===== config.mk =====
export PLATFORM = sky130hd
export DESIGN_NAME = jvsm_channel
export DESIGN_NICKNAME = d
export VERILOG_FILES = /design/src/rtl/core/jvsm_pkg.sv /design/src/rtl/core/jvsm_channel.sv
export SDC_FILE = /design/constraint.sdc
export NUM_CORES = 1
export LEC_CHECK = 0
export ABC_CLOCK_PERIOD_IN_PS = 15100
export BUFFER_PORTS_ARGS = -buffer_cell sky130_fd_sc_hd__buf_2
export CORE_MARGIN = 2
export CORE_UTILIZATION = 45
export DETAILED_ROUTE_END_ITERATION = 7
export PLACE_DENSITY = 0.64
export SLEW_MARGIN = 40
export SYNTH_ARGS = -nofsm -noshare
export SYNTH_HDL_FRONTEND = slang
export SYNTH_SLANG_ARGS = --single-unit

===== constraint.sdc =====
create_clock -name vclk -period 15.1
set_input_delay 0.755 -clock vclk [all_inputs]
set_output_delay 0.755 -clock vclk [all_outputs]
set_load 0.02 [all_outputs]

===== src/rtl/core/jvsm_pkg.sv =====
`default_nettype none
// ----------------------------------------------------------------------------
// jvsm_pkg: shared types and constants of the joystick velocity mapper
// command codes, register indexes, reset values and channel select bundle
// ----------------------------------------------------------------------------
package jvsm_pkg;

   localparam int NUM_CHANNELS     = 6;
   localparam int CHAN_PER_GROUP   = 3;
   localparam int MAP_W            = 15;
   localparam int GROUP_MAP_W      = MAP_W * CHAN_PER_GROUP;
   localparam int VEL_W            = 16;
   localparam int SCALE_W          = 15;
   localparam int TIMEOUT_W        = 16;
   localparam int SLOT_W           = 4;
   localparam int CMD_W            = 2;
   localparam int CSR_ADDR_W       = 3;
   localparam int CSR_DATA_W       = GROUP_MAP_W;
   localparam int REQ_DATA_W       = 24;
   localparam int RSP_DATA_W       = VEL_W * NUM_CHANNELS;

   localparam int AXIS_SLOTS_DEF   = 8;
   localparam int BUTTON_SLOTS_DEF = 16;

   // command codes carried on tuser
   localparam logic [CMD_W-1:0] CMD_AXIS   = 2'd0;
   localparam logic [CMD_W-1:0] CMD_BUTTON = 2'd1;
   localparam logic [CMD_W-1:0] CMD_TICK   = 2'd2;

   // register indexes
   localparam logic [CSR_ADDR_W-1:0] REG_LINEAR_MAP   = 3'd0;
   localparam logic [CSR_ADDR_W-1:0] REG_ANGULAR_MAP  = 3'd1;
   localparam logic [CSR_ADDR_W-1:0] REG_LINEAR_SCALE = 3'd2;
   localparam logic [CSR_ADDR_W-1:0] REG_ANGULAR_SCALE = 3'd3;
   localparam logic [CSR_ADDR_W-1:0] REG_LINEAR_STEP  = 3'd4;
   localparam logic [CSR_ADDR_W-1:0] REG_ANGULAR_STEP = 3'd5;
   localparam logic [CSR_ADDR_W-1:0] REG_TIMEOUT      = 3'd6;

   // register reset values
   localparam logic [SCALE_W-1:0]   LINEAR_SCALE_RST  = 15'd819;
   localparam logic [SCALE_W-1:0]   ANGULAR_SCALE_RST = 15'd410;
   localparam logic [SCALE_W-1:0]   LINEAR_STEP_RST   = 15'd205;
   localparam logic [SCALE_W-1:0]   ANGULAR_STEP_RST  = 15'd51;
   localparam logic [TIMEOUT_W-1:0] TIMEOUT_RST       = 16'd10;
   localparam logic [TIMEOUT_W-1:0] AGE_MAX           = 16'hFFFF;

   typedef logic [MAP_W-1:0]        map_type;
   typedef logic signed [VEL_W-1:0] vel_type;

   // resolved joystick inputs of one channel
   typedef struct packed {
      logic signed [VEL_W-1:0] axis;   // zero when unmapped or out of range
      logic                    pos_en; // positive button mapped
      logic                    pos_on; // mapped positive button pressed
      logic                    neg_on; // mapped negative button pressed
   } sel_type;

endpackage
`default_nettype wire


===== src/rtl/core/jvsm_channel.sv =====
`default_nettype none
// ----------------------------------------------------------------------------
// jvsm_channel: velocity datapath of one channel
// scale with rounding, button override, saturation and slew limiting
// ----------------------------------------------------------------------------
module jvsm_channel (
   input  wire jvsm_pkg::sel_type               sel,
   input  wire logic [jvsm_pkg::SCALE_W-1:0]    scale,
   input  wire logic [jvsm_pkg::SCALE_W-1:0]    step,
   input  wire logic signed [jvsm_pkg::VEL_W-1:0] prev,
   output logic signed [jvsm_pkg::VEL_W-1:0]    vel
);
   import jvsm_pkg::*;

   function automatic logic signed [VEL_W-1:0] sat16(input logic signed [17:0] x);
      if (x > 18'sd32767) return 16'sh7FFF;
      if (x < -18'sd32768) return 16'sh8000;
      return x[VEL_W-1:0];
   endfunction

   logic signed [31:0] prod;
   logic signed [31:0] rnd;
   logic signed [17:0] scaled;
   logic signed [17:0] scale_s;
   logic signed [17:0] v0, v1, v2, hi, lo;

   assign prod    = sel.axis * $signed({1'b0, scale});
   assign rnd     = prod + 32'sd16384;
   assign scaled  = 18'(rnd[31:15]) | {{1{rnd[31]}}, 17'd0};
   assign scale_s = $signed({3'b000, scale});
   assign hi      = 18'(prev) + $signed({3'b000, step});
   assign lo      = 18'(prev) - $signed({3'b000, step});

   always_comb begin
      v0 = 18'(sat16(scaled));
      if (sel.pos_en) v0 = sel.pos_on ? scale_s : '0;
      v1 = sel.neg_on ? 18'(sat16(v0 - scale_s)) : v0;
      v2 = v1;
      if (v2 > hi) v2 = hi;
      if (v2 < lo) v2 = lo;
      vel = sat16(v2);
   end

endmodule
`default_nettype wire


* After elaboration in Yosys (flattened, before gate mapping)
Index checks and enable logic that the tools add are counted.
Word-level totals: register bits after elaboration 0, input bits 65, output and inout bits 16, logic and storage cells 40
Cells by class: $add $sub $neg 4, $mul 1, $lt $le $gt $ge 8, mux-type cells 26, bitwise logic cells 1
Operators with widths (number):
- $mux 16 | 12
- $mux 18 | 4
- $gt 18x16->1 const B | 3
- $lt 18x16->1 const B | 3
- $add 32x16->32 const B | 1
- $mul 16x16->32 | 1
- $gt 18x17->1 | 1
- $lt 18x17->1 | 1
- $or 17x18->18 | 1
- $sub 18x16->18 | 1
- $add 16x16->17 | 1
- $sub 16x16->17 | 1
- $mux 15 | 1
- $mux 1 | 9

* Depth between registers and ports, before layout
Gate-level depths: netlist of the first run.
depth after elaboration 25, depth in mapped cells 72

* Worst setup path before layout of the first run
No wires, ideal clock.
path kind input to output, from input scale[3] (netlist name), to output vel[13] (netlist name), data arrival time 14.451 ns, data required time 14.345 ns, setup slack -0.106 ns, stages on the path 65, cell sequence clkbuf_1 clkbuf_1 nand2_1 fa_1 fa_1 fa_1 inv_1 fa_1 fa_1 inv_1 fa_1 inv_1 ha_1 buf_2 nand4_1 o211ai_1 nor4_2 nor2_1 [... 29 more ...] o21a_1 inv_1 ha_1 a21o_1 a21o_1 a21o_1 a21o_1 a21o_1 a21o_1 a21o_1 a2111oi_0 a31oi_1 a31oi_1 or2_1 buf_6 nor4_4 buf_6 a221oi_1
Between the ends: longest elaborated chain between the ends 25, elaborated cells on any way between the ends 35, those cells by class 2 x add/sub; 1 x mul; 8 x order compare; 23 x mux; 1 x bitwise
RTL lines:
- start, declared | line jvsm_channel.sv:8 | input wire logic [jvsm_pkg::SCALE_W-1:0] scale,
- $mul 16x16->32 | line jvsm_channel.sv:27 | assign prod = sel.axis * $signed({1'b0, scale});
- $add 32x16->32 | line jvsm_channel.sv:28 | assign rnd = prod + 32'sd16384;
- $or 17x18->18 | line jvsm_channel.sv:29 | assign scaled = 18'(rnd[31:15]) | {{1{rnd[31]}}, 17'd0};
- $lt 18x16->1 | line jvsm_channel.sv:17 | if (x < -18'sd32768) return 16'sh8000;
- $mux 1 (2 in a row) | line jvsm_channel.sv:17
- $mux 16 | line jvsm_channel.sv:18 | return x[VEL_W-1:0];
- $mux 16 | line jvsm_channel.sv:17
- $mux 18 | line jvsm_channel.sv:36 | if (sel.pos_en) v0 = sel.pos_on ? scale_s : '0;
- [... 7 more ...]
- $gt 18x17->1 | line jvsm_channel.sv:39 | if (v2 > hi) v2 = hi;
- $mux 18 (*) | line jvsm_channel.sv:39
- $lt 18x17->1 | line jvsm_channel.sv:40 | if (v2 < lo) v2 = lo;
- $mux 18 (*) | line jvsm_channel.sv:40
- $lt 18x16->1 | line jvsm_channel.sv:17
- $mux 1 (2 in a row) | line jvsm_channel.sv:17
- $mux 16 | line jvsm_channel.sv:18
- $mux 16 (*) | line jvsm_channel.sv:17
- end, declared | line jvsm_channel.sv:11 | output logic signed [jvsm_pkg::VEL_W-1:0] vel
Mark *: on every way between the ends. The rest lies on a longest branch, timed or not. The select of a mux whose other input is x is not followed.

* Worst setup path in the final report of the first run
from input scale[4] (netlist name), to output vel[14] (netlist name)
Same word-level chain as after synthesis.

==> metrics.csv, run 1 <==
metric,value,unit
Setup crit start kind,input pin,
crit path time final,14670,ps
Syn Area/Cell,8.27,um^2
final core utilization,52.5,%
Worst Hold Class,in2out,
Routed wire per std cell,16.1,um
worst hold path endpoint,vel[15],
routed via count,11400,
register area share after synthesis,0,%
area growth from synthesis to layout,15.0,%
final setup fails,0,
dpl hpwl,30100,um
final hold violations,0,
total wire length,34800,um
core region area,29600,um^2
Total GRT Usage,22.6,%
final sequential cell count,0,
die area,31500,um^2
cells after synthesis,1637,
post-synth top area cell,fa_1,
critical path class,in2out,
hold depth,4,
DR DRC count,0,
DRT Pass-1 Iters,5,
Area contributors post-synth,"fa_1 (37%), ha_1 (16%), inv_1 (10%)",
initial drt markers,637,
YS warnings,0,
die width,177,um
Die Height,177,um
Ports,81,
first-pass GRT wire length,57600,um
synthesized cell area,13500,um^2
clock buffer count,0,
nets,2255,
vias in the first global route,11600,
Initial Util,45.7,%
Max-Cap Viols,0,
worst rel slew slack,50.4,%
status,finished clean,
CP max stage delay,530,ps
hold_sp,prev[15],
GP Congestion,0.895,
Reg area,0,um^2
grt ovf,0,
setup repair after global routing missed its margin,true,
Tcrit/Tclk final,97.1,%
post-route ant nets,0,
fmax,0.0682,GHz
most frequent CP cell,a21o_1,
Setup crit end kind,output port,
CP max FO,14,
highest-delay cell along the critical path,fa_1,
Worst-Margin Slew,733,ps
share of layout cells above drive strength 1,16.8,%
Critical Path RT,14350,ps
Synth cell types,79,
final slew viol count,0,
row count,63,
syn_nets,2121,
initial antenna violation count,0,
largest net degree at the start of global routing,22,
buffers added on ports,81,
Vias/cell,5.26,
Yosys top cell area share,36.7,%
WP data arrival,13910,ps
## metal layers
metal,GRT usage [%],share of wire [%],vias up
met5,0,0,-
met4,3.18,1.4,0
met3,1.50,4.0,46
met2,39.4,49,246
met1,31.6,46,5647
li1,-,-,5420
## timing repair
item                                    in CTS  in global routing
gates cloned                                 0                  1
pin swaps                                    3                 43
endpoints found under the setup margin      15                 16
hold buffers                                 0                  0
buffers inserted                             1                 26
resized for setup                           13                115
## critical path: cells and delay by family
family | cells | cell delay (ps)
AOI/OAI and AO/OA | 32 | 5830
xor gates and xnor gates | 1 | 130
adders and majority gates | 10 | 4140
buffers and inverters | 12 | 1550
and+or+nand+nor | 11 | 1450
## cells by family (layout without fill, tap and decap cells)
group	count (synthesis)	after routing	synth area share, %
AOI/OAI and AO/OA	252	252	13.1
adders and majority gates	419	419	52.5
muxes	11	11	0.878
buffers and inverters	427	559	12.1
xor gates and xnor gates	60	60	3.98
and+or+nand+nor	468	468	17.5
other	0	1	0
## cell type report
class              count  area, um^2
inverters            367        1380
fillers             2832       14100
multi-input cells   1210       12300
repair buffers       192        1360
well taps            390         488
diodes                 1        2.50
## how the worst max path moves through the flow
stage	start	endpoint	slack (ps)	cells past startpoint
after global placement	sel[8]	vel[2]	20	63
after global routing	sel[18]	vel[14]	-160	68
after CTS	sel[8]	vel[2]	8	66
after detailed placement	sel[9]	vel[2]	-310	63
final	scale[4]	vel[14]	430	66
after floorplan	scale[3]	vel[1]	30	64
## cell usage after synthesis (8+ instances only)
cell	instances
a21o_1	26
a21oi_1	69
a221oi_1	8
a221oi_2	9
a31oi_1	10
and2_1	129
clkbuf_1	50
fa_1	248
ha_1	171
inv_1	367
nand2_1	174
nand2b_1	20
nand3_1	18
nand4_1	13
nor2_1	53
nor2b_1	13
nor3_1	15
o211ai_1	8
o21a_1	17
o21ai_0	39
xnor2_1	46
xor2_1	13
## through the flow
| stage | TNS [ps] | hold WS (ps) | cell area (um^2) | cells | setup WS, ps |
|---|---|---|---|---|---|
| final | 0 | 2100 | 15600 | 2160 | 432 |
| after global routing | -1420 | 2120 | 15600 | 2159 | -161 |
| after global placement | 0 | 2100 | 14800 | 2132 | 17.6 |
| after floorplan | 0 | 1870 | 13600 | 1637 | 26.2 |
| after CTS | 0 | 2100 | 14900 | 2133 | 8.16 |
| after detailed placement | -3670 | 2100 | 14800 | 2132 | -315 |
## placed cells by master (no fill, tap or decap), types with 13 or more instances in the layout
master    count
nand2_1     171
ha_1        160
nand4_1      13
a21oi_1      59
o21a_1       17
nand2b_1     20
xnor2_1      46
a221oi_2     14
buf_2        56
nor2b_1      13
a21o_1       26
nand3_1      18
nor3_1       13
o21ai_0      27
xor2_1       13
nor2_1       49
buf_4       122
inv_1       366
fa_1        239
and2_1      126
==> run 2, diff against run 1 <==
--- a/config.mk
+++ b/config.mk
@@ -5,11 +5,11 @@
 export SDC_FILE = /design/constraint.sdc
 export NUM_CORES = 1
 export LEC_CHECK = 0
-export ABC_CLOCK_PERIOD_IN_PS = 15100
 export BUFFER_PORTS_ARGS = -buffer_cell sky130_fd_sc_hd__buf_2
 export CORE_MARGIN = 2
 export CORE_UTILIZATION = 45
 export DETAILED_ROUTE_END_ITERATION = 7
+export MAX_ROUTING_LAYER = met4
 export PLACE_DENSITY = 0.64
 export SLEW_MARGIN = 40
 export SYNTH_ARGS = -nofsm -noshare
==> constraint.sdc (replaced) <==
create_clock -name vclk -period 13
set_input_delay 0.65 -clock vclk [all_inputs]
set_output_delay 0.65 -clock vclk [all_outputs]
set_load 0.02 [all_outputs]
==> metrics.csv, run 2 (synthesis gave the netlist of run 1 again) <==
metric,value,unit,change
status,"finished, violations left",,
failing checks,setup timing,,
"commonest cells after routing, fill and taps aside","inv_1 (343), buf_4 (301), fa_1 (230)",,
Max-Cap Viols,0,,unchanged
highest-delay cell along the critical path,fa_1,,
total wire length,37800,um,+8.8%
first-pass GRT wire length,62600,um,+8.8%
fmax,0.0710,GHz,
final slew viol count,0,,unchanged
routed via count,12200,,+7.6%
final core utilization,60.6,%,+8.1 points
vias in the first global route,13200,,+14%
worst setup path start,scale[2],,
die width,177,um,unchanged
Ports,81,,unchanged
Critical Path RT,12350,ps,-2000 ps
number of diodes,0,,-1
area growth from synthesis to layout,32.6,%,
Setup crit end kind,output port,,
DRT Pass-1 Iters,5,,unchanged
grt ovf,0,,unchanged
Vias/cell,5.17,,-1.6%
Total GRT Usage,25.3,%,+2.7 points
hold_sp,prev[15],,
setup repair after global routing missed its margin,true,,
final sequential cell count,0,,unchanged
worst rel slew slack,48.8,%,-1.6 points
core region area,29600,um^2,unchanged
Finished Layout Cells,2362,,+9.4%
CP Capture Point,vel[10],,
critical path class,in2out,,
crit path time final,14080,ps,
Reg area,0,um^2,unchanged
Routed wire per std cell,16.0,um,-0.50%
CP max stage delay,580,ps,+50 ps
"commonest non-fill, non-tap cell in the layout",inv_1,,
placed cells,2325,,+9.1%
most frequent CP cell,a21o_1,,
final hold violations,0,,unchanged
final setup fails,16,,+16
buffers added on ports,81,,unchanged
initial antenna violation count,0,,unchanged
"final std cell area, no fill",18000,um^2,+15%
Final WS setup,-1080,ps,-1520 ps
share of layout cells above drive strength 1,29.9,%,+13 points
WP data arrival,13430,ps,-480 ps
CP max FO,8,,-6
post-route ant nets,0,,unchanged
Worst-Margin Slew,757,ps,+23.5 ps
Tcrit/Tclk final,108,%,
nets,2458,,+9.0%
total negative slack,-16550,ps,"-16,550 ps"
hold buffer count at cts,0,,unchanged
largest net degree at the start of global routing,22,,unchanged
Worst Hold Class,in2out,,
GP Congestion,0.888,,-0.80%
Setup crit start kind,input pin,,
initial drt markers,537,,-16%
Initial Util,45.7,%,unchanged
row count,63,,unchanged
die area,31500,um^2,unchanged
dpl hpwl,32400,um,+7.4%
DR DRC count,0,,unchanged
dpl cell area,16800,um^2,+13%
clock buffer count,0,,unchanged
Die Height,177,um,unchanged
## run 2: cell count changes in the layout (fill, tap and decap cells not counted), sizes merged
| cell | before | now |
|---|---|---|
| clkinvlp | 1 | 0 |
| buf | 183 | 391 |
| clkbuf | 9 | 4 |
| diode | 1 | 0 |
| clkinv | 0 | 1 |
## run 2: metal layers
| layer | part of all wire, % | up-vias | track usage (%) |
|---|---|---|---|
| met5 | 0 | - | - |
| met4 | 1.6 | 0 | 4.58 |
| met3 | 3.8 | 51 | 2.59 |
| met2 | 51 | 243 | 44.9 |
| met1 | 43 | 6103 | 31.5 |
| li1 | - | 5826 | - |
## run 2: how the worst min path moves through the flow
stage / endpoint / cells past startpoint / slack, ps
3_5_place_dp: vel[15] / 4 / 1800
6_report: vel[15] / 4 / 1790
3_3_place_gp: vel[15] / 4 / 1800
2_1_floorplan: vel[0] / 4 / 1640
5_1_grt: vel[15] / 4 / 1820
4_1_cts: vel[15] / 4 / 1790
## run 2: critical path, delay by kind of cell
kind / cells / cell delay, ps
AO/OA/AOI/OAI: 31 / 5490
adder cells (fa/ha/maj): 10 / 4060
buffers and inverters: 12 / 1450
AND/OR/NAND/NOR: 10 / 1420
multiplexers: 1 / 330
## run 2: cell type report
cell class         count  area (um^2)
repair buffers       395         3240
well taps            390          488
fillers             2613        11700
inverters            367         1380
multi-input cells   1210        12800
## run 2: per-stage QoR
step,hold WS [ps],setup slack [ps]
after global placement,1800,-1120
after global routing,1820,-1610
after detailed placement,1800,-1490
after CTS,1790,-916
final,1790,-1080
after floorplan,1640,-452
## run 2: timing repair
item                                    4_1_cts  5_1_grt
endpoints found under the setup margin       16       16
buffers inserted                             17       18
cloned                                        1        2
endpoints found under the hold margin         0        0
gates resized for setup                     101      123
pin swaps                                    24       63
Power of run 2 is left out: the tool's default activity adds up to more than one toggle a clock period on the data nets, which glitch-free logic cannot reach.
==> run 3, diff against run 2 <==
--- a/config.mk
+++ b/config.mk
@@ -10,7 +10,7 @@
 export CORE_UTILIZATION = 45
 export DETAILED_ROUTE_END_ITERATION = 7
 export MAX_ROUTING_LAYER = met4
-export PLACE_DENSITY = 0.64
+export PLACE_DENSITY = 0.62
 export SLEW_MARGIN = 40
 export SYNTH_ARGS = -nofsm -noshare
 export SYNTH_HDL_FRONTEND = slang
==> constraint.sdc (replaced) <==
create_clock -name vclk -period 16.5
set_input_delay 0.825 -clock vclk [all_inputs]
set_output_delay 0.825 -clock vclk [all_outputs]
set_load 0.02 [all_outputs]
==> metrics.csv, run 3 (synthesis gave the netlist of run 1 again) <==
metric,value,unit,change
Routed wire per std cell,15.9,um,-0.71%
total negative slack,0,ps,"+16,550 ps"
core region area,29600,um^2,unchanged
Setup crit end kind,output port,,
initial antenna violation count,0,,unchanged
final hold violations,0,,unchanged
WP data arrival,14780,ps,+1350 ps
post-route ant nets,0,,unchanged
worst rel slew slack,49.6,%,+0.79 points
clock buffer count,0,,unchanged
most frequent CP cell,a21o_1,,
hold_sp,prev[15],,
Reg area,0,um^2,unchanged
worst setup path start,scale[5],,
Setup crit start kind,input pin,,
CP max FO,19,,+11
die area,31500,um^2,unchanged
status,finished clean,,
number of diodes,0,,unchanged
buffers added on ports,81,,unchanged
CP max stage delay,560,ps,-20 ps
DR DRC count,0,,unchanged
DRT Pass-1 Iters,5,,unchanged
highest-delay cell along the critical path,fa_1,,
Fillers,2942,,+13%
final slew viol count,0,,unchanged
GP Congestion,0.915,,+3.0%
critical path class,in2out,,
vias in the first global route,11700,,-11%
Worst Hold Class,in2out,,
"commonest non-fill, non-tap cell in the layout",inv_1,,
dpl hpwl,28100,um,-13%
setup repair after global routing missed its margin,false,,
nets,2157,,-12%
final setup fails,0,,-16
Initial Util,45.7,%,unchanged
die width,177,um,unchanged
Vias/cell,5.33,,+3.1%
area growth from synthesis to layout,6.52,%,
"commonest cells after routing, fill and taps aside","inv_1 (366), fa_1 (246), nand2_1 (172)",,
crit path time final,15610,ps,
hold buffer count at cts,0,,unchanged
Worst-Margin Slew,745,ps,-11.7 ps
Die Height,177,um,unchanged
total wire length,32800,um,-13%
"final std cell area, no fill",14400,um^2,-20%
Total GRT Usage,22.7,%,-2.6 points
Max-Cap Viols,0,,unchanged
routed via count,11000,,-10%
row count,63,,unchanged
Tcrit/Tclk final,94.6,%,
share of layout cells above drive strength 1,9.04,%,-21 points
initial drt markers,596,,+11%
final core utilization,48.7,%,-12 points
Critical Path RT,15670,ps,+3320 ps
dpl cell area,14300,um^2,-15%
first-pass GRT wire length,56700,um,-9.4%
worst hold margin,2260,ps,+474 ps
final sequential cell count,0,,unchanged
Ports,81,,unchanged
grt ovf,0,,unchanged
fmax,0.0641,GHz,
largest net degree at the start of global routing,22,,unchanged
## run 3: layout make-up
| type | count | area [um^2] | share of cell area [%] |
|---|---|---|---|
| timing repair buffer | 94 | 528 | 3.66 |
| multi-input combinational | 1210 | 12000 | 83.4 |
| inverter | 367 | 1380 | 9.58 |
| tap | 390 | 488 | 3.38 |
## run 3: stage by stage
stage	setup WS (ps)	instances
3_3_place_gp	495	2060
6_report	890	2061
4_1_cts	140	2060
5_1_grt	18.4	2061
3_5_place_dp	166	2060
2_1_floorplan	1150	1637
## run 3: path summary, 6_finish.rpt
kind / end / slack [ps] / depth (start not counted)
worst max-delay path: vel[3] / 890 / 62
worst min-delay path: vel[15] / 2260 / 4
## run 3: critical path: cells and delay by family
family          cells  cell delay [ps]
fa+ha+maj          10             4250
simple gates       14             2370
buf+inv             9             1350
compound gates     29             5960
## run 3: what timing repair did
| action | 4_1_cts | 5_1_grt |
|---|---|---|
| setup endpoints to repair | 0 | 16 |
| gates resized for setup | 0 | 41 |
| buffers inserted | 0 | 1 |
| hold endpoints to repair | 0 | 0 |
## run 3: per-layer routing
| layer | wire length (um) | global-route usage, % |
|---|---|---|
| met1 | 15100 | 30.7 |
| met2 | 16000 | 38.9 |
| met3 | 1270 | 0.943 |
| met4 | 444 | 3.07 |
| met5 | 0 | - |
Power of run 3 is left out for the same reason.
