## src/rtl/core/jvsm_pkg.sv

```systemverilog
`default_nettype none
// ----------------------------------------------------------------------------
// jvsm_pkg: shared types and constants of the joystick velocity mapper
// command codes, register indexes, reset values and channel select bundle
// ----------------------------------------------------------------------------
package jvsm_pkg;

   localparam int NUM_CHANNELS     = 6;
   localparam int CHAN_PER_GROUP   = 3;
   localparam int MAP_W            = 15;
   localparam int GROUP_MAP_W      = MAP_W * CHAN_PER_GROUP;
   localparam int VEL_W            = 16;
   localparam int SCALE_W          = 15;
   localparam int TIMEOUT_W        = 16;
   localparam int SLOT_W           = 4;
   localparam int CMD_W            = 2;
   localparam int CSR_ADDR_W       = 3;
   localparam int CSR_DATA_W       = GROUP_MAP_W;
   localparam int REQ_DATA_W       = 24;
   localparam int RSP_DATA_W       = VEL_W * NUM_CHANNELS;

   localparam int AXIS_SLOTS_DEF   = 8;
   localparam int BUTTON_SLOTS_DEF = 16;

   // command codes carried on tuser
   localparam logic [CMD_W-1:0] CMD_AXIS   = 2'd0;
   localparam logic [CMD_W-1:0] CMD_BUTTON = 2'd1;
   localparam logic [CMD_W-1:0] CMD_TICK   = 2'd2;

   // register indexes
   localparam logic [CSR_ADDR_W-1:0] REG_LINEAR_MAP   = 3'd0;
   localparam logic [CSR_ADDR_W-1:0] REG_ANGULAR_MAP  = 3'd1;
   localparam logic [CSR_ADDR_W-1:0] REG_LINEAR_SCALE = 3'd2;
   localparam logic [CSR_ADDR_W-1:0] REG_ANGULAR_SCALE = 3'd3;
   localparam logic [CSR_ADDR_W-1:0] REG_LINEAR_STEP  = 3'd4;
   localparam logic [CSR_ADDR_W-1:0] REG_ANGULAR_STEP = 3'd5;
   localparam logic [CSR_ADDR_W-1:0] REG_TIMEOUT      = 3'd6;

   // register reset values
   localparam logic [SCALE_W-1:0]   LINEAR_SCALE_RST  = 15'd819;
   localparam logic [SCALE_W-1:0]   ANGULAR_SCALE_RST = 15'd410;
   localparam logic [SCALE_W-1:0]   LINEAR_STEP_RST   = 15'd205;
   localparam logic [SCALE_W-1:0]   ANGULAR_STEP_RST  = 15'd51;
   localparam logic [TIMEOUT_W-1:0] TIMEOUT_RST       = 16'd10;
   localparam logic [TIMEOUT_W-1:0] AGE_MAX           = 16'hFFFF;

   typedef logic [MAP_W-1:0]        map_type;
   typedef logic signed [VEL_W-1:0] vel_type;

   // resolved joystick inputs of one channel
   typedef struct packed {
      logic signed [VEL_W-1:0] axis;   // zero when unmapped or out of range
      logic                    pos_en; // positive button mapped
      logic                    pos_on; // mapped positive button pressed
      logic                    neg_on; // mapped negative button pressed
   } sel_type;

endpackage
`default_nettype wire

```

## src/rtl/core/jvsm_store.sv

```systemverilog
`default_nettype none
// ----------------------------------------------------------------------------
// jvsm_store: joystick element store and message age tracking
// holds axis and button values, resolves each channel's mapped inputs
// ----------------------------------------------------------------------------
module jvsm_store #(
   parameter int AXIS_SLOTS   = jvsm_pkg::AXIS_SLOTS_DEF,
   parameter int BUTTON_SLOTS = jvsm_pkg::BUTTON_SLOTS_DEF
) (
   input  wire logic                              clock,
   input  wire logic                              reset,
   input  wire logic                              elem_en,
   input  wire logic                              tick_en,
   input  wire logic [jvsm_pkg::CMD_W-1:0]        cmd,
   input  wire logic [jvsm_pkg::SLOT_W-1:0]       slot,
   input  wire logic signed [jvsm_pkg::VEL_W-1:0] value,
   input  wire logic                              last,
   input  wire jvsm_pkg::map_type                 maps [jvsm_pkg::NUM_CHANNELS],
   input  wire logic [jvsm_pkg::TIMEOUT_W-1:0]    timeout,
   output jvsm_pkg::sel_type                      sel [jvsm_pkg::NUM_CHANNELS],
   output logic                                   fresh
);
   import jvsm_pkg::*;

   localparam int AIW = (AXIS_SLOTS > 1) ? $clog2(AXIS_SLOTS) : 1;
   localparam int BIW = (BUTTON_SLOTS > 1) ? $clog2(BUTTON_SLOTS) : 1;
   localparam logic [SLOT_W:0] AXIS_LIM   = (SLOT_W+1)'(AXIS_SLOTS);
   localparam logic [SLOT_W:0] BUTTON_LIM = (SLOT_W+1)'(BUTTON_SLOTS);

   vel_type                  axis_ff [AXIS_SLOTS];
   logic [BUTTON_SLOTS-1:0]  button_ff;
   logic [TIMEOUT_W-1:0]     age_ff, age_in;
   logic                     seen_ff, seen_in;
   logic                     axis_wr, button_wr;

   assign axis_wr   = elem_en && (cmd == CMD_AXIS) && ({1'b0, slot} < AXIS_LIM);
   assign button_wr = elem_en && (cmd == CMD_BUTTON) && ({1'b0, slot} < BUTTON_LIM);

   always_ff @(posedge clock) begin
      if (reset) begin
         for (int i = 0; i < AXIS_SLOTS; i++) axis_ff[i] <= '0;
         button_ff <= '0;
      end else begin
         if (axis_wr) axis_ff[slot[AIW-1:0]] <= value;
         if (button_wr) button_ff[slot[BIW-1:0]] <= (value != '0);
      end
   end

   // fresh test uses the age before this tick's increment
   assign fresh = seen_ff && (age_ff < timeout);

   always_comb begin
      age_in  = age_ff;
      seen_in = seen_ff;
      if (elem_en && last) begin
         age_in  = '0;
         seen_in = 1'b1;
      end else if (tick_en && (age_ff != AGE_MAX)) begin
         age_in = age_ff + 1'b1;
      end
   end

   always_ff @(posedge clock) begin
      if (reset) begin
         age_ff  <= AGE_MAX;
         seen_ff <= 1'b0;
      end else begin
         age_ff  <= age_in;
         seen_ff <= seen_in;
      end
   end

   // per channel lookup of mapped axis and buttons
   for (genvar c = 0; c < NUM_CHANNELS; c++) begin : g_sel
      logic [4:0] am, pm, nm;
      logic       a_ok, p_ok, n_ok;
      assign am   = maps[c][4:0];
      assign pm   = maps[c][9:5];
      assign nm   = maps[c][14:10];
      assign a_ok = am[4] && ({1'b0, am[3:0]} < AXIS_LIM);
      assign p_ok = pm[4] && ({1'b0, pm[3:0]} < BUTTON_LIM);
      assign n_ok = nm[4] && ({1'b0, nm[3:0]} < BUTTON_LIM);
      assign sel[c].axis   = a_ok ? axis_ff[am[AIW-1:0]] : '0;
      assign sel[c].pos_en = pm[4];
      assign sel[c].pos_on = p_ok && button_ff[pm[BIW-1:0]];
      assign sel[c].neg_on = n_ok && button_ff[nm[BIW-1:0]];
   end

endmodule
`default_nettype wire

```

## config.mk

```make
export PLATFORM = sky130hd
export DESIGN_NAME = jvsm_store
export DESIGN_NICKNAME = d
export VERILOG_FILES = /design/src/rtl/core/jvsm_pkg.sv /design/src/rtl/core/jvsm_store.sv
export SDC_FILE = /design/constraint.sdc
export NUM_CORES = 1
export LEC_CHECK = 0
export BUFFER_PORTS_ARGS = -buffer_cell sky130_fd_sc_hd__clkbuf_2
export CAP_MARGIN = 25
export CORE_MARGIN = 2
export CORE_UTILIZATION = 55
export CTS_BUF_LIST = sky130_fd_sc_hd__clkbuf_8 sky130_fd_sc_hd__clkbuf_16
export CTS_CLUSTER_DIAMETER = 30
export CTS_CLUSTER_SIZE = 28
export DETAILED_ROUTE_END_ITERATION = 12
export GPL_ROUTABILITY_DRIVEN = 1
export PLACE_DENSITY_LB_ADDON = 0.3
export SKIP_CTS_REPAIR_TIMING = 1
export SLEW_MARGIN = 20
export SYNTH_ARGS = -nofsm -noshare
export SYNTH_HDL_FRONTEND = slang
export SYNTH_SLANG_ARGS = --single-unit
```

## constraint.sdc

```tcl
create_clock -name clock -period 4.3 [get_ports clock]
set_input_delay 1.075 -clock clock [delete_from_list [all_inputs] [get_ports clock]]
set_output_delay 1.075 -clock clock [all_outputs]
set_load 0.005 [all_outputs]
```

# Word level (Yosys, flattened, before mapping)
# Memory sizes are Yosys's and may differ from the RTL's.
# Cells that the tools add are included.
# totals
reg_bits	33
latchBits	0
ram_bits	128
romBits	0
in_bits	133
out_inout_bits	115
word_cells	101
n_memories	1
# memory_table
name	words	width	rd	rd_clocked_by_memory_dff	write_ports	line	rtl
axis_ff	8	16	6	0	8	jvsm_store.sv:30	vel_type axis_ff [AXIS_SLOTS];
# op_classes
add_sub_neg	1
mul	0
n_div	0
n_lt_le_gt_ge	22
n_eq_ne	2
shift	0
muxes	43
bitwise	0
reduce_logical	29
# ops
op	count
2-to-1 mux 16 bit	9
< comparator 4 x 5 -> 1 bit (second input constant)	13
binary-select mux 1 bit (select 4 bit)	12
< comparator 4 bit (second input constant)	7
logical AND 1 bit	25
2-to-1 mux 1 bit	19
adder 16 x 1 -> 16 bit (second input constant)	1
bitwise mux 16 bit	1
< comparator 16 bit	1
inequality test 16 bit (second input constant)	1
nonzero test 16 bit	1
OR reduction 16 bit	1
demux 1 bit (select 4 bit)	1
>= comparator 4 x 1 -> 1 bit (second input constant)	1
2-to-1 mux 3 bit	1
== test 2 x 1 -> 1 bit (second input constant)	1
zero test 2 bit	1
nonzero test 2 bit	1

# Logic depth before layout (Yosys ltp)
# Gate-level depths: netlist of run 1.
# depth
depth_word	8
ltp_mapped	7
ltp_nobuf	7

# Worst setup path after synthesis of run 1
# No wires, ideal clock.
# synth_timing
kind	input to output
startpoint	in maps[75] (netlist bit)
endpoint	out sel[103] (netlist bit)
t_arrival_ps	2305
path_slack_ps	920
cell_stages	5
cell_sequence	clkbuf_1 -> buf_2 -> mux4_2 -> mux2i_1 -> nor2_1
# synth_lines
element	line	rtl
start: declaration	jvsm_store.sv:18	input wire jvsm_pkg::map_type maps [jvsm_pkg::NUM_CHANNELS],
end: declaration	jvsm_store.sv:20	output jvsm_pkg::sel_type sel [jvsm_pkg::NUM_CHANNELS],

==> reports/qor.txt, run 1 <==
Status: completed
Placement Cell Area: 16000 um^2
Syn Area/Cell: 13.3 um^2
CTS tree: yes
H-tree levels: 4
Clk root buf: clkbuf_16
DRC: 0
Layout area overhead: 13.8%
Synth area leaders: mux4_2, edfxtp_1, mux4_1
Class of the worst hold path: reg2reg
Non-filler cells, final: 1622
Most frequent cells in the layout: clkbuf_2, mux4_2, and2_1
R2r worst-path depth: 6
Vias: 11400
Setup crit end kind: output port
GR Util All Layers: 0.318
Vert. Die Dim: 167 um
Number of I/O pins: 248
Total Power: 4.46 mW
Finished Cell Area: 16600 um^2
Largest net degree at the start of global routing: 42
Final slew viol count: 0
Buf+Inv Stages, Crit Path: 3
Worst r2r src: age_ff[0]
Syn Nets: 1245
Post-Route WL: 44.4 mm
Synth Cell Area: 14500 um^2
Rel. slew slack: 0.279
Die area: 27800 um^2
R2r setup slk: 2.32 ns
Vias per cell: 7.03
Dominant synthesized flop cell: edfxtp_1
Period minus WS final: 3.75 ns
Cell mode on critical path: clkbuf_2
Finished Core Util: 0.637
Critical path depth in cells: 6
Share of the synthesized area in the top cell type: 0.319
Unique masters post-synth: 45
LEAKAGE: 6.70 nW
1st-iter DRT viols: 1303
Chip width: 167 um
Critical Path RT: 3.22 ns
Starting Density: 0.560
Worst-Margin Slew: 1.08 ns
Max cap viols: 0
CTS sink cnt: 161
Setup total negative slack: 0 ns
RR Endpoint: age_ff[1]
Synth warn: 0
Placeable Area: 26000 um^2
Hpwl dp: 28.7 mm
Post-route ant nets: 0
Synth async-reset ratio: 0
Global placer's final weighted congestion: 0.855
CP peak stage delay: 0.49 ns
Crit start category: input pin
Crit path max-delay family: buffers and inverters
Total grt overflow: 0
Cell taking the most area after synthesis: mux4_2
Critical path, cell by cell: clkbuf_2, buf_4, mux4_2, mux2i_1, nor2_1, clkbuf_2
CTS clock-pin slew for the worst setup and hold paths: 0.06 ns
WL/cell: 27.4 um
Longest Clk Path Bufs: 2
Num CTS Buffers: 17
DP Cell Count: 1590
PortBufs: 247
Maximum vdd drop: 274 uV
Fill count: 1963
Critical Path Source: maps[1]
Arr. time, crit path: 2.67 ns
Worst-Skew Late Latency: 0.42 ns
Final setup viols: 0
CP max stage cell: clkbuf_2
RSZ-0062 raised after global routing: false
Worst setup path endpoint: sel[4]
1st-pass router iterations: 5
Peak Freq: 0.267 GHz
Post-synthesis sequential area ratio: 0.310
Synth Instances: 1096
Largest fanout on the critical path: 16
First-pass GRT wire length: 66.8 mm
EDFF count, synth: 128
Total power per unit cell area: 270 nW/um^2
FP Rows: 59
Crit share post-route: 0.871
Antenna violations before repair: 5
WS Path Type: in2out
Post-synthesis register bit count: 161
Share of layout cells above drive strength 1: 0.403
Layout net count: 1423
Fin. Hold Viols: 0
Commonest non-fill, non-tap cell in the layout: clkbuf_2
Number of global-route vias before repair: 11200
Worst clock skew: 0.00256 ns
==> routing by layer <==
metal,vias to the layer above,wire [um],GRT usage
met1,5590,15400,0.407
met3,170,5600,0.0927
met5,-,43,0
li1,4746,-,-
met2,898,21400,0.509
met4,6,1970,0.142
==> flip-flops by register name (all words and copies together) (netlist names) <==
signal and cells:
button_ff 16, age_ff 16, axis_ff 128, seen_ff 1
==> synth_stat cells (5+ instances only) <==
library cell	count
and2_1	141
nor4_1	7
mux4_2	206
nand2_1	31
o21ai_0	11
nor2_1	126
buf_2	26
nor3_1	13
buf_6	5
edfxtp_1	128
a21o_1	13
a21oi_1	20
nand4_1	7
and3_1	6
or2_2	8
nand3_1	8
nand3b_1	5
buf_4	9
buf_1	12
xor2_1	10
dfxtp_1	33
clkbuf_1	58
nand2b_1	7
mux4_1	46
inv_1	17
mux2i_1	98
ha_1	16
==> worst min path at each step <==
stage | from | end | slack [ns] | cells after the start
detailed placement | seen_ff | seen_ff | 0.49 | 2
global route | seen_ff | seen_ff | 0.54 | 2
floorplan | seen_ff | seen_ff | 0.44 | 2
global placement | seen_ff | seen_ff | 0.45 | 2
finish | seen_ff | seen_ff | 0.50 | 2
CTS | seen_ff | seen_ff | 0.51 | 2
==> area by class of cell <==
class / count / area (um^2) / share of cell area
antenna: 2 / 5.00 / 0.000302
clock buffer: 17 / 425 / 0.0257
tap: 335 / 419 / 0.0253
multi-input combinational: 805 / 9450 / 0.571
sequential: 161 / 4500 / 0.272
clock inverter: 13 / 148 / 0.00892
inverter: 17 / 63.8 / 0.00386
timing repair buffer: 272 / 1540 / 0.0928
==> tightest hold or removal path: cells and delay by family, from the launching register on <==
kind | cells | cell delay, ns
DFF | 1 | 0.33
and+or+nand+nor | 2 | 0.13
==> kinds of logic (layout without fill, tap and decap cells) <==
logic type	count (synthesis)	count (layout)	share of synthesized area
AOI/OAI and AO/OA	53	53	0.0226
DFF	161	161	0.310
buffers and inverters	130	319	0.0409
xor gates and xnor gates	13	13	0.00783
muxes	350	350	0.469
adders and majority gates	16	16	0.0138
and+or+nand+nor	373	373	0.136
other	0	2	0
==> where the power goes <==
group	total (mW)	internal [mW]	switching (mW)
Combinational	1.06	0.550	0.506
Clock	1.51	0.899	0.611
Sequential	1.90	1.77	0.133
Total	4.46	3.21	1.25
==> stage by stage <==
step	worst slack, ns	hold slack [ns]
2_1_floorplan	0.920	0.440
3_3_place_gp	0.638	0.453
3_5_place_dp	0.636	0.491
4_1_cts	0.615	0.506
5_1_grt	0.538	0.540
6_report	0.555	0.499
No activity file was read; power rests on OpenSTA's default activity.
==> run 2: changes to the inputs <==
--- a/config.mk
+++ b/config.mk
@@ -5,7 +5,6 @@
 export SDC_FILE = /design/constraint.sdc
 export NUM_CORES = 1
 export LEC_CHECK = 0
-export BUFFER_PORTS_ARGS = -buffer_cell sky130_fd_sc_hd__clkbuf_2
 export CAP_MARGIN = 25
 export CORE_MARGIN = 2
 export CORE_UTILIZATION = 55
@@ -13,6 +12,7 @@
 export CTS_CLUSTER_DIAMETER = 30
 export CTS_CLUSTER_SIZE = 28
 export DETAILED_ROUTE_END_ITERATION = 12
+export DONT_BUFFER_PORTS = 1
 export GPL_ROUTABILITY_DRIVEN = 1
 export PLACE_DENSITY_LB_ADDON = 0.3
 export SKIP_CTS_REPAIR_TIMING = 1
==> run 2 against run 1 <==
Net effect:
- clock power is 5% higher
- fmax is 12% higher
- total power is 5.8% lower
- first-iteration DRC count is 1.1% lower
- cell area is 8.7% lower
- final cell count is 16% lower
- sequential cell count stayed put
- sequential share of layout area is 2.6 points higher
- global-route usage is 1.9 points lower
==> reports/qor.txt, run 2 (same netlist as run 1, synthesis figures left out) <==
Biggest regs: axis_ff (128), age_ff (16), button_ff (16)
Hold path depth: 2 (unchanged)
Longest Clk Path Bufs: 2 (unchanged)
Clk root buf: clkbuf_16
Max cap viols: 0 (unchanged)
R2r worst-path depth: 6 (unchanged)
CTS sink cnt: 161 (unchanged)
Final slew viol count: 0 (unchanged)
RSZ-0062 raised after global routing: false
Largest fanout on the critical path: 4 (-12)
Antenna violations before repair: 0 (-5)
PortBufs: 0 (-100%)
Number of flip-flops in the largest register: 128 (unchanged)
Final setup viols: 0 (unchanged)
Total grt overflow: 0 (unchanged)
Setup crit end kind: output port
WS Path Type: in2out
Period minus WS final: 3.36 ns (-0.387 ns)
Arr. time, crit path: 2.28 ns (-0.39 ns)
Biggest register: axis_ff
1st-iter DRT viols: 1289 (-1.1%)
Placeable Area: 26000 um^2 (unchanged)
Post-route ant nets: 0 (unchanged)
GR Util All Layers: 0.299 (-0.0188)
Worst clock skew: 0.00220 ns (-0.000356 ns)
Share of layout cells above drive strength 1: 0.251 (-0.152)
Crit share post-route: 0.781 (-0.0900)
Worst-Skew Late Latency: 0.42 ns (about the same)
Num CTS Buffers: 17 (unchanged)
Starting Density: 0.560 (unchanged)
Vias: 10100 (-12%)
First-pass GRT wire length: 61.9 mm (-7.3%)
LEAKAGE: 5.52 nW (-18%)
1st-pass router iterations: 5 (unchanged)
Worst min-delay path startpoint: seen_ff
Crit start category: input pin
Worst r2r src: age_ff[0]
Number of global-route vias before repair: 10100 (-10%)
Vert. Die Dim: 167 um (unchanged)
Fin. Hold Viols: 0 (unchanged)
CTS clock-pin slew for the worst setup and hold paths: 0.06 ns (about the same)
Maximum vdd drop: 247 uV (-9.9%)
Vias per cell: 7.44 (+5.7%)
Diode count: 0 (-2)
Chip width: 167 um (unchanged)
Critical Path Source: maps[35]
CTS tree: yes
Layout area overhead: 3.85%
WL/cell: 30.5 um (+11%)
Die area: 27800 um^2 (unchanged)
Largest net degree at the start of global routing: 43 (+2.4%)
Finished Cell Area: 15100 um^2 (-8.7%)
Rel. slew slack: 0.384 (+0.105)
Worst-Margin Slew: 0.924 ns (-0.157 ns)
Peak Freq: 0.298 GHz (+12%)
Layout net count: 1159 (-19%)
Most frequent cells in the layout: mux4_2, and2_1, edfxtp_1
Global placer's final weighted congestion: 0.819 (-4.2%)
Setup total negative slack: 0 ns (unchanged)
Post-Route WL: 41.3 mm (-6.9%)
Status: completed
Placement Cell Area: 14500 um^2 (-9.2%)
DP Cell Count: 1326 (-17%)
Critical Path RT: 3.22 ns (about the same)
FP Rows: 59 (unchanged)
H-tree levels: 4 (unchanged)
Number of I/O pins: 248 (unchanged)
Total power per unit cell area: 278 nW/um^2 (+3.2%)
DRC: 0 (unchanged)
Class of the worst hold path: reg2reg
Hpwl dp: 26.5 mm (-7.6%)
Commonest non-fill, non-tap cell in the layout: mux4_2
Non-filler cells, final: 1357 (-16%)
Finished Core Util: 0.581 (-0.0555)
Total Power: 4.21 mW (-5.8%)
==> run 2: cell types whose count changed in the layout (fill, tap and decap cells not counted), moves of 2 or more <==
| cell | change |
|---|---|
| clkbuf_2 | -247 |
| buf_12 | -9 |
| buf_4 | -8 |
| diode_2 | -2 |
| inv_6 | +2 |
==> run 2: critical path, cell delays in order <==
cell	delay, ns
mux4_1	0.54
mux4_2	0.48
and2_1	0.18
==> run 2: metrics by stage <==
| step | setup slack [ns] | hold WS (ns) |
|---|---|---|
| after CTS | 0.931 | 0.507 |
| final | 0.942 | 0.504 |
| after detailed placement | 0.931 | 0.495 |
| after global routing | 0.898 | 0.524 |
| after global placement | 0.955 | 0.471 |
| after floorplan | 0.920 | 0.440 |
==> run 2: power by group <==
group | switching (mW) | internal, mW
sequential | 0.125 | 1.77
combinational | 0.275 | 0.458
clock | 0.616 | 0.968
total | 1.02 | 3.19
==> run 2: worst paths after layout <==
path,endpoint,slack (ns)
max,sel[39],0.94
min,seen_ff,0.50
max reg2reg,age_ff[1],2.34
min reg2reg,seen_ff,0.50
==> run 2: area by class of cell <==
cell class	count	area, um^2
clock buffers	17	425
clock inverters	14	188
fillers	2014	10900
inverters	17	63.8
multi-input cells	805	9450
flip-flops and latches	161	4500
well taps	335	419
repair buffers	8	60.1
==> run 2: per-layer routing <==
metal | vias up | global-route usage | routed length [um]
met5 | - | 0 | 0
met4 | 0 | 0.107 | 1340
met3 | 120 | 0.0656 | 4540
met2 | 688 | 0.508 | 20700
met1 | 5071 | 0.382 | 14800
li1 | 4212 | - | -
==> run 3: changes to the inputs <==
==> constraint.sdc (replaced) <==
create_clock -name clock -period 2.7 [get_ports clock]
set_input_delay 0.675 -clock clock [delete_from_list [all_inputs] [get_ports clock]]
set_output_delay 0.675 -clock clock [all_outputs]
set_load 0.005 [all_outputs]
==> run 3 against run 2 <==
Net effect:
- core utilization increased by 0.61 points
- clock power increased by 63%
- cell area increased by 1.0%
- largest cell class unchanged
- highest routed layer unchanged
- via count increased by 1.3%
- count of clock-buffer cells in the layout unchanged
==> reports/qor.txt, run 3 (same netlist as run 1, synthesis figures left out) <==
Antenna violations before repair: 0 (unchanged)
Number of I/O pins: 248 (unchanged)
PnR worst setup slack: 0.0231 ns (-0.919 ns)
Maximum vdd drop: 390 uV (+58%)
Post-route ant nets: 0 (unchanged)
WS Path Type: reg2out
Class of the worst hold path: in2reg
Setup total negative slack: 0 ns (unchanged)
Layout net count: 1173 (+1.2%)
Final slew viol count: 0 (unchanged)
Number of flip-flops in the largest register: 128 (unchanged)
Non-filler cells, final: 1369 (+0.88%)
Worst r2r src: age_ff[0]
Status: completed
Most frequent cells in the layout: mux4_2, and2_1, edfxtp_1
Global placer's final weighted congestion: 0.832 (+1.6%)
Register Area: 4560 um^2 (+1.3%)
First-pass GRT wire length: 62.7 mm (+1.2%)
Num CTS Buffers: 17 (unchanged)
Max cap viols: 0 (unchanged)
Post-Route WL: 42.0 mm (+1.7%)
CTS clock-pin slew for the worst setup and hold paths: 0.06 ns (about the same)
Fill count: 2051 (+1.8%)
1st-pass router iterations: 5 (unchanged)
H-tree levels: 4 (unchanged)
PortBufs: 0 (unchanged)
Placeable Area: 26000 um^2 (unchanged)
Total grt overflow: 0 (unchanged)
Placement Cell Area: 14600 um^2 (+0.62%)
DP Cell Count: 1338 (+0.90%)
CTS sink cnt: 161 (unchanged)
Finished Core Util: 0.588 (+0.00607)
Vert. Die Dim: 167 um (unchanged)
Largest fanout on the critical path: 7 (+3)
Finished Cell Area: 15300 um^2 (+1.0%)
RSZ-0062 raised after global routing: true
Crit share post-route: 0.991
Peak Freq: 0.374 GHz
Worst min-delay path startpoint: reset
Worst-Margin Slew: 0.602 ns (-0.323 ns)
Biggest register: axis_ff
Diode count: 0 (unchanged)
Crit start category: register
Total power per unit cell area: 443 nW/um^2 (+59%)
Critical Path RT: 2.03 ns (-1.19 ns)
Worst-Skew Late Latency: 0.42 ns (about the same)
Vias per cell: 7.46 (+0.37%)
Fin. Hold Viols: 0 (unchanged)
Share of layout cells above drive strength 1: 0.309 (+0.0570)
Clk root buf: clkbuf_16
Starting Density: 0.560 (unchanged)
Setup crit end kind: output port
Arr. time, crit path: 2.00 ns (-0.28 ns)
Chip width: 167 um (unchanged)
Die area: 27800 um^2 (unchanged)
Commonest non-fill, non-tap cell in the layout: mux4_2
R2r setup slk: 0.73 ns (-1.61 ns)
Hold path depth: 1 (-1)
Worst clock skew: 0.00472 ns (+0.00252 ns)
R2r worst-path depth: 6 (unchanged)
WHS Endpoint: button_ff[0]
Final setup viols: 0 (unchanged)
Rel. slew slack: 0.598 (+0.214)
Hpwl dp: 26.9 mm (+1.3%)
GR Util All Layers: 0.302 (+0.00236)
Layout area overhead: 4.94%
Largest net degree at the start of global routing: 43 (unchanged)
Number of global-route vias before repair: 10200 (+1.2%)
Longest Clk Path Bufs: 2 (unchanged)
CTS tree: yes
RR Endpoint: age_ff[1]
1st-iter DRT viols: 1316 (+2.1%)
Place WS: 0.121 ns (-0.809 ns)
Period minus WS final: 2.68 ns
Biggest regs: axis_ff (128), age_ff (16), button_ff (16)
LEAKAGE: 5.51 nW (-0.34%)
Multi-input gate area: 9420 um^2 (-0.30%)
DRC: 0 (unchanged)
Vias: 10200 (+1.3%)
WL/cell: 30.7 um (+0.78%)
FP Rows: 59 (unchanged)
==> run 3: area by class of cell <==
type                            count  area share
Tap cell                          335      0.0275
Clock inverter                     12      0.0126
Timing Repair Buffer               22      0.0119
Multi-Input combinational cell    805       0.617
Clock buffer                       17      0.0279
Sequential cell                   161       0.299
Inverter                           17     0.00418
==> run 3: worst max path at each step <==
stage                  start        to  cells past startpoint
4_1_cts        button_ff[13]    sel[1]                      3
3_5_place_dp         maps[5]    sel[1]                      3
3_3_place_gp         maps[5]    sel[1]                      3
5_1_grt         button_ff[1]    sel[1]                      4
6_report        button_ff[1]   sel[39]                      4
2_1_floorplan       maps[75]  sel[103]                      5
==> run 3: per-stage QoR <==
step                hold slack [ns]  power [mW]
floorplan                     0.440        4.13
global placement              0.475        4.20
detailed placement            0.499        4.24
CTS                           0.305        6.78
global route                  0.289        6.98
finish                        0.313        6.77
==> run 3: critical path, stage by stage, from the launching register on <==
cell and delay [ns]:
dfxtp_4 0.35, buf_12 0.13, mux4_2 0.45, mux4_2 0.48, and2_4 0.16
==> run 3: layer usage <==
metal / up-vias / track usage / routed length [um]
met4: 0 / 0.0907 / 1230
met3: 107 / 0.0896 / 5070
li1: 4220 / - / -
met5: - / 0 / 0
met1: 5108 / 0.379 / 14700
met2: 783 / 0.509 / 21100
==> run 3: where the power goes <==
part	leakage, nW	switching, mW	internal (mW)	total, mW
clock network	0.300	0.963	1.62	2.58
registers	1.50	0.201	2.80	3.00
logic	3.71	0.446	0.741	1.19
